`src/rtl/core/kesc_pkg.sv`:
```
// ----------------------------------------------------------------------------
// kesc_pkg
// shared types and constants of the key event state checker
// ----------------------------------------------------------------------------
`default_nettype none

package kesc_pkg;

    localparam int unsigned NUM_KEYS_DEF = 1024;

    localparam logic [4:0]         KIND_KEY    = 5'd1;
    localparam logic signed [31:0] VAL_RELEASE = 32'sd0;
    localparam logic signed [31:0] VAL_PRESS   = 32'sd1;
    localparam logic signed [31:0] VAL_REPEAT  = 32'sd2;

    typedef enum logic [1:0] {
        VIOL_NONE           = 2'd0,
        VIOL_DOUBLE_PRESS   = 2'd1,
        VIOL_ORPHAN_REPEAT  = 2'd2,
        VIOL_ORPHAN_RELEASE = 2'd3
    } t_viol;

    typedef struct packed {
        logic [4:0]         event_kind;
        logic [15:0]        event_code;
        logic signed [31:0] event_value;
    } t_in_beat;

    typedef struct packed {
        logic  drop;
        t_viol violation;
    } t_out_beat;

endpackage

`default_nettype wire

```
`src/rtl/core/kesc_out_fifo.sv`:
```
// ----------------------------------------------------------------------------
// kesc_out_fifo
// two-entry result queue that decouples the check stage from the consumer
// ----------------------------------------------------------------------------
`default_nettype none

module kesc_out_fifo
    import kesc_pkg::*;
(
    input  wire logic      i_clk,
    input  wire logic      i_rst_n,
    input  wire logic      i_push,
    input  wire t_out_beat i_push_beat,
    input  wire logic      i_pop,
    output logic           o_valid,
    output t_out_beat      o_beat,
    output logic [1:0]     o_count
);

    t_out_beat  r_mem [2];
    logic       r_wptr, n_wptr;
    logic       r_rptr, n_rptr;
    logic [1:0] r_count, n_count;

    always_comb begin
        n_wptr  = r_wptr ^ i_push;
        n_rptr  = r_rptr ^ i_pop;
        n_count = r_count + {1'b0, i_push} - {1'b0, i_pop};
    end

    always_ff @(posedge i_clk) begin
        if (!i_rst_n) begin
            r_wptr  <= 1'b0;
            r_rptr  <= 1'b0;
            r_count <= 2'd0;
        end else begin
            r_wptr  <= n_wptr;
            r_rptr  <= n_rptr;
            r_count <= n_count;
        end
    end

    always_ff @(posedge i_clk) begin
        if (i_push) begin
            r_mem[r_wptr] <= i_push_beat;
        end
    end

    assign o_valid = (r_count != 2'd0);
    assign o_beat  = r_mem[r_rptr];
    assign o_count = r_count;

endmodule

`default_nettype wire

```
`config.mk`:
```
export PLATFORM = sky130hd
export DESIGN_NAME = kesc_out_fifo
export DESIGN_NICKNAME = d
export VERILOG_FILES = /design/src/rtl/core/kesc_pkg.sv /design/src/rtl/core/kesc_out_fifo.sv
export SDC_FILE = /design/constraint.sdc
export NUM_CORES = 1
export LEC_CHECK = 0
export ABC_AREA = 1
export BUFFER_PORTS_ARGS = -buffer_cell sky130_fd_sc_hd__clkbuf_2
export CELL_PAD_IN_SITES_DETAIL_PLACEMENT = 1
export CELL_PAD_IN_SITES_GLOBAL_PLACEMENT = 1
export CORE_AREA = 3 3 40 42
export CTS_CLUSTER_DIAMETER = 150
export CTS_CLUSTER_SIZE = 16
export DETAILED_ROUTE_END_ITERATION = 10
export DIE_AREA = 0 0 43 45
export PLACE_DENSITY = 0.71
export RECOVER_POWER = 50
export SLEW_MARGIN = 20
export SYNTH_ARGS = -nofsm -noshare
export SYNTH_HDL_FRONTEND = slang
export SYNTH_SLANG_ARGS = --single-unit
```
`constraint.sdc`:
```
create_clock -name i_clk -period 2.3 [get_ports i_clk]
set_clock_uncertainty 0.15 [all_clocks]
set_input_delay 0.115 -clock i_clk [delete_from_list [all_inputs] [get_ports i_clk]]
set_output_delay 0.115 -clock i_clk [all_outputs]
set_load 0.05 [all_outputs]
```
==> results of run 1 <==
routing by layer:
layer / part of all wire (%) / vias up / GRT usage (%)
met4: 0 / 0 / 7.23
met2: 57 / 3 / 20.4
li1: - / 161 / -
met1: 40 / 157 / 11.0
met3: 2.5 / 0 / 2.39
met5: 0 / - / 0
cells in the final DEF (no fill, tap or decap):
cell type / instances
dlygate4sd3_1: 5
clkbuf_4: 3
mux2_2: 3
xnor2_1: 1
dfxtp_1: 5
clkbuf_1: 5
clkbuf_2: 8
nand2_1: 5
inv_1: 7
edfxtp_1: 6
a21oi_1: 1
ha_1: 4
nand3_1: 1
nor2_1: 4
critical path: stages:
cell and delay [ps]:
dlygate4sd3_1 530, clkbuf_1 130, ha_1 280, inv_1 40, ha_1 180, inv_1 60
nand2_1 70, a21oi_1 160, nor2_1 60
registers in the layout (all words and copies together) (netlist names), named ones only:
| register | flops |
|---|---|
| r_mem | 6 |
| o_count | 2 |
| r_wptr | 1 |
| r_rptr | 1 |
worst max path at each step:
stage	start	endpoint	cells after the start
6_report	i_pop	o_count[1]$_SDFF_PN0_	9
3_3_place_gp	o_count[0]$_SDFF_PN0_	o_count[1]$_SDFF_PN0_	8
4_1_cts	i_pop	o_count[1]$_SDFF_PN0_	9
3_5_place_dp	o_count[0]$_SDFF_PN0_	o_count[1]$_SDFF_PN0_	8
2_1_floorplan	o_count[0]$_SDFF_PN0_	o_count[1]$_SDFF_PN0_	8
5_1_grt	i_pop	o_count[1]$_SDFF_PN0_	9
cell type report:
type | instances | area share [%]
Inverter | 7 | 4.43
Sequential cell | 11 | 47.3
Multi-Input combinational cell | 19 | 23.0
Clock buffer | 4 | 4.43
Timing Repair Buffer | 17 | 17.7
Tap cell | 15 | 3.16
power by group through the flow:
| stage | sequential, µW | combinational [µW] | clock (µW) |
|---|---|---|---|
| floorplan | 256 | 75.6 | 0 |
| CTS | 234 | 134 | 135 |
| global placement | 238 | 123 | 0 |
| finish | 233 | 131 | 127 |
| detailed placement | 238 | 126 | 0 |
| global route | 236 | 143 | 143 |
per-stage QoR:
step,instances,utilization [%],cell area (µm²)
2_1_floorplan,37,-,443
3_3_place_gp,64,40.6,522
3_5_place_dp,64,40.6,522
4_1_cts,73,46.5,598
5_1_grt,73,46.2,593
6_report,73,46.2,593
logic make-up after synthesis:
| kind of cell | count (synthesis) | share of synthesized area [%] |
|---|---|---|
| buffers and inverters | 7 | 5.93 |
| AO/OA/AOI/OAI | 1 | 1.13 |
| AND/OR/NAND/NOR | 10 | 8.76 |
| XOR/XNOR | 1 | 1.98 |
| flip-flops | 11 | 63.3 |
| multiplexers | 3 | 7.63 |
| adder cells (fa/ha/maj) | 4 | 11.3 |
timing repair:
| item | in CTS | in global routing |
|---|---|---|
| endpoints found under the setup margin | 0 | 0 |
| hold endpoints to repair | 11 | 0 |
| hold buffers | 5 | 0 |
==> results.cfg, run 1 <==
[run_status]
run_status = complete, no violations

[setup_path]
critPathRequiredTime_ps = 2300
reg2reg_slack_ps = 840
critPathLaunchType = primary input
worst-path-max-fanout = 2
regToRegStartpoint = o_count[0]$_SDFF_PN0_
timing.rr.end = o_count[1]$_SDFF_PN0_
reg2reg_depth = 8
cp.arrival_ps = 1620
path_class = in -> reg
critPathCaptureType = register

[logic_synthesis]
syn_inst = 37
avgSynthCellArea_um2 = 12.0
async_reset_ff_share_pct = 0
ys.warnings.count = 0
synth_area_leaders = edfxtp_1 41%, dfxtp_1 23%, ha_1 11%
synth_cell_type_count = 10
synth.most_common_cell = inv_1
syn_nets = 48
synth_edf_count = 6
synth_top_cell_by_area = edfxtp_1
synth_common_cells = 7 x inv_1, 6 x edfxtp_1, 5 x dfxtp_1, 5 x nand2_1
synth_ff_type = edfxtp_1
yosysSeqAreaShare_pct = 63.3
syn_area_um2 = 443
ys_seq_elements = 11
synth_top_area_share_pct = 40.7

[run]
drv_cap = 0

[pwr]
pwr-share-seq_pct = 47.4
switching_share_pct = 32.3
p_total_uw = 491
p_clk_share_pct = 25.9
power.internal_uw = 332
ir_drop_v = 0.000351
switchingPower_uw = 159
leakagePower_uw = 0.000272
p_comb_share_pct = 26.7
cellPowerDensity_nw_per_um2 = 829

[global_route]
grt_use_total_pct = 11.0
grt_pass1_vias = 381
antenna_found_initial = 0
grt_overflow_total = 0
grt_max_degree = 7
grt_first_pass_wirelength_mm = 1.53

[layout]
layout-drive-gt1-share_pct = 24.1
multi_input_area_um2 = 136
n_antenna_cell = 0
regArea_um2 = 280
fillers = 158
syn_to_final_growth_pct = 33.9
fin_nets = 70

[die]
io_pins = 13
row_count = 13
fp.dieH_um = 45
start_util_pct = 34.5
dieArea_um2 = 1940
die_x_um = 43
core_area_um2 = 1280

[timing]
max_freq_mhz = 619
finalSetupTns_ps = 0
maxSlewViolCount = 0
fin_crit_sh_pct = 70.2
final_hold_viol_count = 0
fin_ws_ps = 685
hold_slack_ps = 34.0
worstMarginPinSlew_ps = 279
min_period_ps = 1620
rsz0062_at_grt = no
max_slew_margin_pct = 81.5
finalSetupViolCount = 0

[hold_path]
hold_end = r_wptr$_SDFF_PN0_
min_path_cells = 3
min_from = i_push
hold_class = in -> reg

[cts]
cts-resized-gates = 0
clkTransAtPathRegs_ps = 70
cts_setup_buffers = 0
cts_sinks = 11
cts_root_buffer = clkbuf_4
cts_buffers = 3
clock_latency_ps = 260
htreeDepth = 1
cts_tree = done
clockBufferDepth = 2

[drt]
drt-initial-drc-count = 2
viasPerCell = 4.40
post-route-drc-count = 0
firstDrtPassIters = 3
avgRoutedWirePerCell_um = 11.7
wl_um = 855
ant_nets = 0
dr_total_vias = 321

[placement]
gp_routability_congestion = 0.633
hpwlAfterDp_um = 668
io_buffers = 12
post-place-ws_ps = 824
No activity file was read; power rests on OpenSTA's default activity.
==> run 2: changes to the inputs <==
Clock period 2.3 ns to 1.6 ns, I/O delays scaled along.
==> run 2 against run 1 <==
  * Sequential share of layout area down 0.96 points
  * Total power up 45%
  * Utilization up 1.2 points
  * Largest power group unchanged
  * Cell count unchanged
  * Count of clock-buffer cells in the layout unchanged
  * Non-clock buffer count unchanged
==> results.cfg, run 2 (same netlist as run 1, synthesis figures left out) <==
[placement]
hpwlAfterDp_um = 626
io_buffers = 12
gp_routability_congestion = 0.619

[cts]
clkTransAtPathRegs_ps = 60
htreeDepth = 1
cts_root_buffer = clkbuf_4
clockBufferDepth = 2
cts_buffers = 3
clock_latency_ps = 260
cts_tree = done
cts_sinks = 11

[setup_path]
critPathCaptureType = register
critPathRequiredTime_ps = 1610
crit_path_end = o_count[1]$_SDFF_PN0_
worst-path-max-fanout = 2
worstSetupStartpoint = i_pop
timing.rr.end = o_count[1]$_SDFF_PN0_
critPathLaunchType = primary input
reg2reg_slack_ps = 180
reg2reg_depth = 9
cp.arrival_ps = 1490
regToRegStartpoint = o_count[0]$_SDFF_PN0_
path_class = in -> reg

[die]
start_util_pct = 34.5
row_count = 13
dieArea_um2 = 1940
io_pins = 13
fp.dieH_um = 45
die_x_um = 43
core_area_um2 = 1280

[drt]
firstDrtPassIters = 2
dr_total_vias = 318
wl_um = 803
viasPerCell = 4.36
drt-initial-drc-count = 5
post-route-drc-count = 0
ant_nets = 0
avgRoutedWirePerCell_um = 11.0

[timing]
maxSlewViolCount = 0
min_period_ps = 1480
hold_slack_ps = 366
worstMarginPinSlew_ps = 597
fin_crit_sh_pct = 92.3
finalSetupViolCount = 0
finalSetupTns_ps = 0
final_hold_viol_count = 0
max_slew_margin_pct = 60.4
max_freq_mhz = 677
rsz0062_at_grt = no

[hold_path]
min_path_cells = 2
min_from = r_rptr$_SDFF_PN0_
hold_class = reg -> reg

[global_route]
antenna_found_initial = 0
grt_max_degree = 7
grt_use_total_pct = 11.1
grt_overflow_total = 0
grt_first_pass_wirelength_mm = 1.43
grt_pass1_vias = 345

[layout]
syn_to_final_growth_pct = 37.3
layout-drive-gt1-share_pct = 29.3
fin_nets = 70
layout_common_cells = 7 x inv_1, 7 x clkbuf_2, 6 x dlygate4sd3_1, 6 x edfxtp_1, 5 x clkbuf_1
largest_register_ffs = 6
regMostFlops = r_mem
n_antenna_cell = 0

[run]
drv_cap = 0

[pwr]
ir_drop_v = 0.000541
leakagePower_uw = 0.000271
cellPowerDensity_nw_per_um2 = 1170

[run_status]
run_status = complete, no violations
## run 2: cell types whose count changed in the layout (fill, tap and decap cells not counted), sizes merged
| cell | change |
|---|---|
| clkbuf | -1 |
| dlygate4sd3 | +1 |
## run 2: how the worst min path moves through the flow
stage | slack, ps | endpoint
6_report | 370 | r_rptr$_SDFF_PN0_
5_1_grt | 400 | r_mem[1][1]$_DFFE_PP_
4_1_cts | 370 | r_rptr$_SDFF_PN0_
3_5_place_dp | 120 | r_mem[0][2]$_DFFE_PP_
3_3_place_gp | 120 | r_mem[1][2]$_DFFE_PP_
2_1_floorplan | 20 | o_count[0]$_SDFF_PN0_
## run 2: critical path, stage by stage
cell,delay [ps]
dlygate4sd3_1,580
ha_1,310
inv_1,70
ha_2,170
inv_1,50
nand2_2,70
nand3_1,60
nand2_1,60
nor2_1,40
## run 2: layout make-up
type | instances | area, µm²
timing repair buffer | 17 | 110
clock buffer | 4 | 26.3
inverter | 7 | 26.3
tap | 15 | 18.8
multi-input combinational | 19 | 145
fill | 144 | 677
sequential | 11 | 282
## run 2: stage by stage
stage               cells  power (µW)  utilization, %  worst slack [ps]  area (µm²)
floorplan              37         478               -              37.4         444
CTS                    74         721            47.4              32.6         609
finish                 73         712            47.3               122         608
detailed placement     64         525            40.7               144         523
global route           73         759            47.3              2.96         608
global placement       64         520            40.7               212         523
## run 2: power by group
| group | switching, µW | total, µW | internal (µW) |
|---|---|---|---|
| registers | 11.6 | 337 | 325 |
| clock network | 85.0 | 181 | 96.5 |
| logic | 133 | 193 | 60.8 |
| total | 229 | 712 | 482 |
## run 2: metal layers
layer  up-vias  GRT usage [%]  wire (µm)
met2         6           17.1        406
met1       148           11.1        323
met5         -              0          0
met3         4           7.17         54
li1        160              -          -
met4         0           7.23         19
## run 2: what timing repair did
action                                  4_1_cts  5_1_grt
resized for setup                             0        3
endpoints found under the setup margin        0        1
buffers inserted                              0        0
hold buffers                                  6        0
hold endpoints to repair                     11        0
==> run 3: changes to the inputs <==
Settings changed: CTS_BUF_LIST set to sky130_fd_sc_hd__clkbuf_4.
==> run 3 against run 2 <==
  * Register-to-register slack hardly changed
  * Via count is 1.6% lower
  * Sequential power hardly changed
  * Cell count stayed put
  * Die area stayed put
  * Clock power is 9% higher
  * Largest cell class unchanged
==> results.cfg, run 3 (same netlist as run 1, synthesis figures left out) <==
[layout]
final_cells = 73
syn_to_final_growth_pct = 38.1
largest_register_ffs = 6
fin_util_pct = 47.6
layout_common_cells = 7 x inv_1, 7 x clkbuf_2, 6 x dlygate4sd3_1, 6 x edfxtp_1
fin_nets = 70
n_antenna_cell = 0
regArea_um2 = 282
fillers = 144
layout-drive-gt1-share_pct = 31.0
multi_input_area_um2 = 145
regMostFlops = r_mem

[hold_path]
hold_end = r_rptr$_SDFF_PN0_
min_from = r_rptr$_SDFF_PN0_
min_path_cells = 2
hold_class = reg -> reg

[setup_path]
regToRegStartpoint = o_count[0]$_SDFF_PN0_
reg2reg_slack_ps = 180
path_class = in -> reg
worst-path-max-fanout = 2
cp.arrival_ps = 1490
slowest_delay_ps = 580
critPathRequiredTime_ps = 1610
critPathLaunchType = primary input
crit_chain = dlygate4sd3_1 > ha_1 > inv_1 > ha_2 > inv_1 > nand2_2 > nand3_1 > nand2_1 > nor2_1
reg2reg_depth = 9
critical_path_buf_inv_count = 3
critPathMostFrequentCell = inv_1
critPathSlowestCell = dlygate4sd3_1
timing.rr.end = o_count[1]$_SDFF_PN0_
critPathCaptureType = register
critical_path.top_delay_family = buffers and inverters

[placement]
gp_routability_congestion = 0.619
io_buffers = 12
hpwlAfterDp_um = 626
dp.cells = 64
post-place-ws_ps = 144

[cts]
clkTransAtPathRegs_ps = 60
clockBufferDepth = 2
htreeDepth = 1
cts_root_buffer = clkbuf_4
cts_buffers = 3
clock_latency_ps = 260
cts_tree = done
cts_sinks = 11

[drt]
ant_nets = 0
dr_total_vias = 313
firstDrtPassIters = 2
viasPerCell = 4.29
drt-initial-drc-count = 6
wl_um = 789
post-route-drc-count = 0
avgRoutedWirePerCell_um = 10.8

[pwr]
cellPowerDensity_nw_per_um2 = 1190
leakagePower_uw = 0.000274
ir_drop_v = 0.000650

[run]
drv_cap = 0

[timing]
worstMarginPinSlew_ps = 597
max_slew_margin_pct = 60.4
maxSlewViolCount = 0
rsz0062_at_grt = no
fin_ws_ps = 124
finalSetupTns_ps = 0
min_period_ps = 1480
fin_crit_sh_pct = 92.2
finalSetupViolCount = 0
final_hold_viol_count = 0
max_freq_mhz = 678

[global_route]
grt_overflow_total = 0
grt_use_total_pct = 10.8
grt_first_pass_wirelength_mm = 1.39
grt_pass1_vias = 335
antenna_found_initial = 0
grt_max_degree = 7

[die]
fp.dieH_um = 45
core_area_um2 = 1280
dieArea_um2 = 1940
row_count = 13
start_util_pct = 34.5
io_pins = 13
die_x_um = 43

[run_status]
run_status = complete, no violations
run 3: cell types whose count changed in the layout (fill, tap and decap cells not counted):
cell      before  now
clkbuf_1       5    4
clkbuf_4       3    4
run 3: cell type report:
class | instances | area share [%]
timing repair buffer | 17 | 18.0
multi-input combinational | 19 | 23.7
inverter | 7 | 4.29
clock buffer | 4 | 4.91
sequential | 11 | 46.0
tap | 15 | 3.07
run 3: report_power, final:
| group | internal (µW) | switching [µW] | leakage (µW) |
|---|---|---|---|
| logic | 60.6 | 132 | 0.000157 |
| clock network | 113 | 84.0 | 0.0000184 |
| registers | 325 | 11.6 | 0.0000983 |
run 3: worst max-delay path by stage:
| stage | cells past startpoint | startpoint | to |
|---|---|---|---|
| floorplan | 8 | o_count[0]$_SDFF_PN0_ | o_count[1]$_SDFF_PN0_ |
| global placement | 8 | o_count[0]$_SDFF_PN0_ | o_count[1]$_SDFF_PN0_ |
| detailed placement | 8 | o_count[0]$_SDFF_PN0_ | o_count[1]$_SDFF_PN0_ |
| CTS | 9 | i_pop | o_count[1]$_SDFF_PN0_ |
| global route | 9 | i_pop | o_count[1]$_SDFF_PN0_ |
| finish | 9 | i_pop | o_count[1]$_SDFF_PN0_ |
run 3: tightest hold or removal path: cells and delay by family (launching register included):
| family | cells | cell delay, ps |
|---|---|---|
| XOR/XNOR | 1 | 90 |
| flip-flops | 1 | 320 |
| AND/OR/NAND/NOR | 1 | 80 |
run 3: timing repair:
item                                    4_1_cts  5_1_grt
buffers inserted                              0        0
gates resized for setup                       0        3
endpoints found under the setup margin        0        1
hold endpoints to repair                     11        0
hold buffers                                  6        0
run 3: per-layer routing:
layer  part of all wire (%)  track usage, %  vias to the layer above
met5                      0               0                        -
met4                    2.4            7.23                        0
met3                    7.2            7.17                        4
met2                     50            16.2                        6
met1                     41            11.1                      143
li1                       -               -                      160
run 3: through the flow:
stage / hold slack (ps) / instance area, µm² / total power (µW)
2_1_floorplan: 23.4 / 444 / 478
3_3_place_gp: 125 / 523 / 520
3_5_place_dp: 124 / 523 / 525
4_1_cts: 371 / 613 / 738
5_1_grt: 398 / 612 / 775
6_report: 366 / 612 / 727
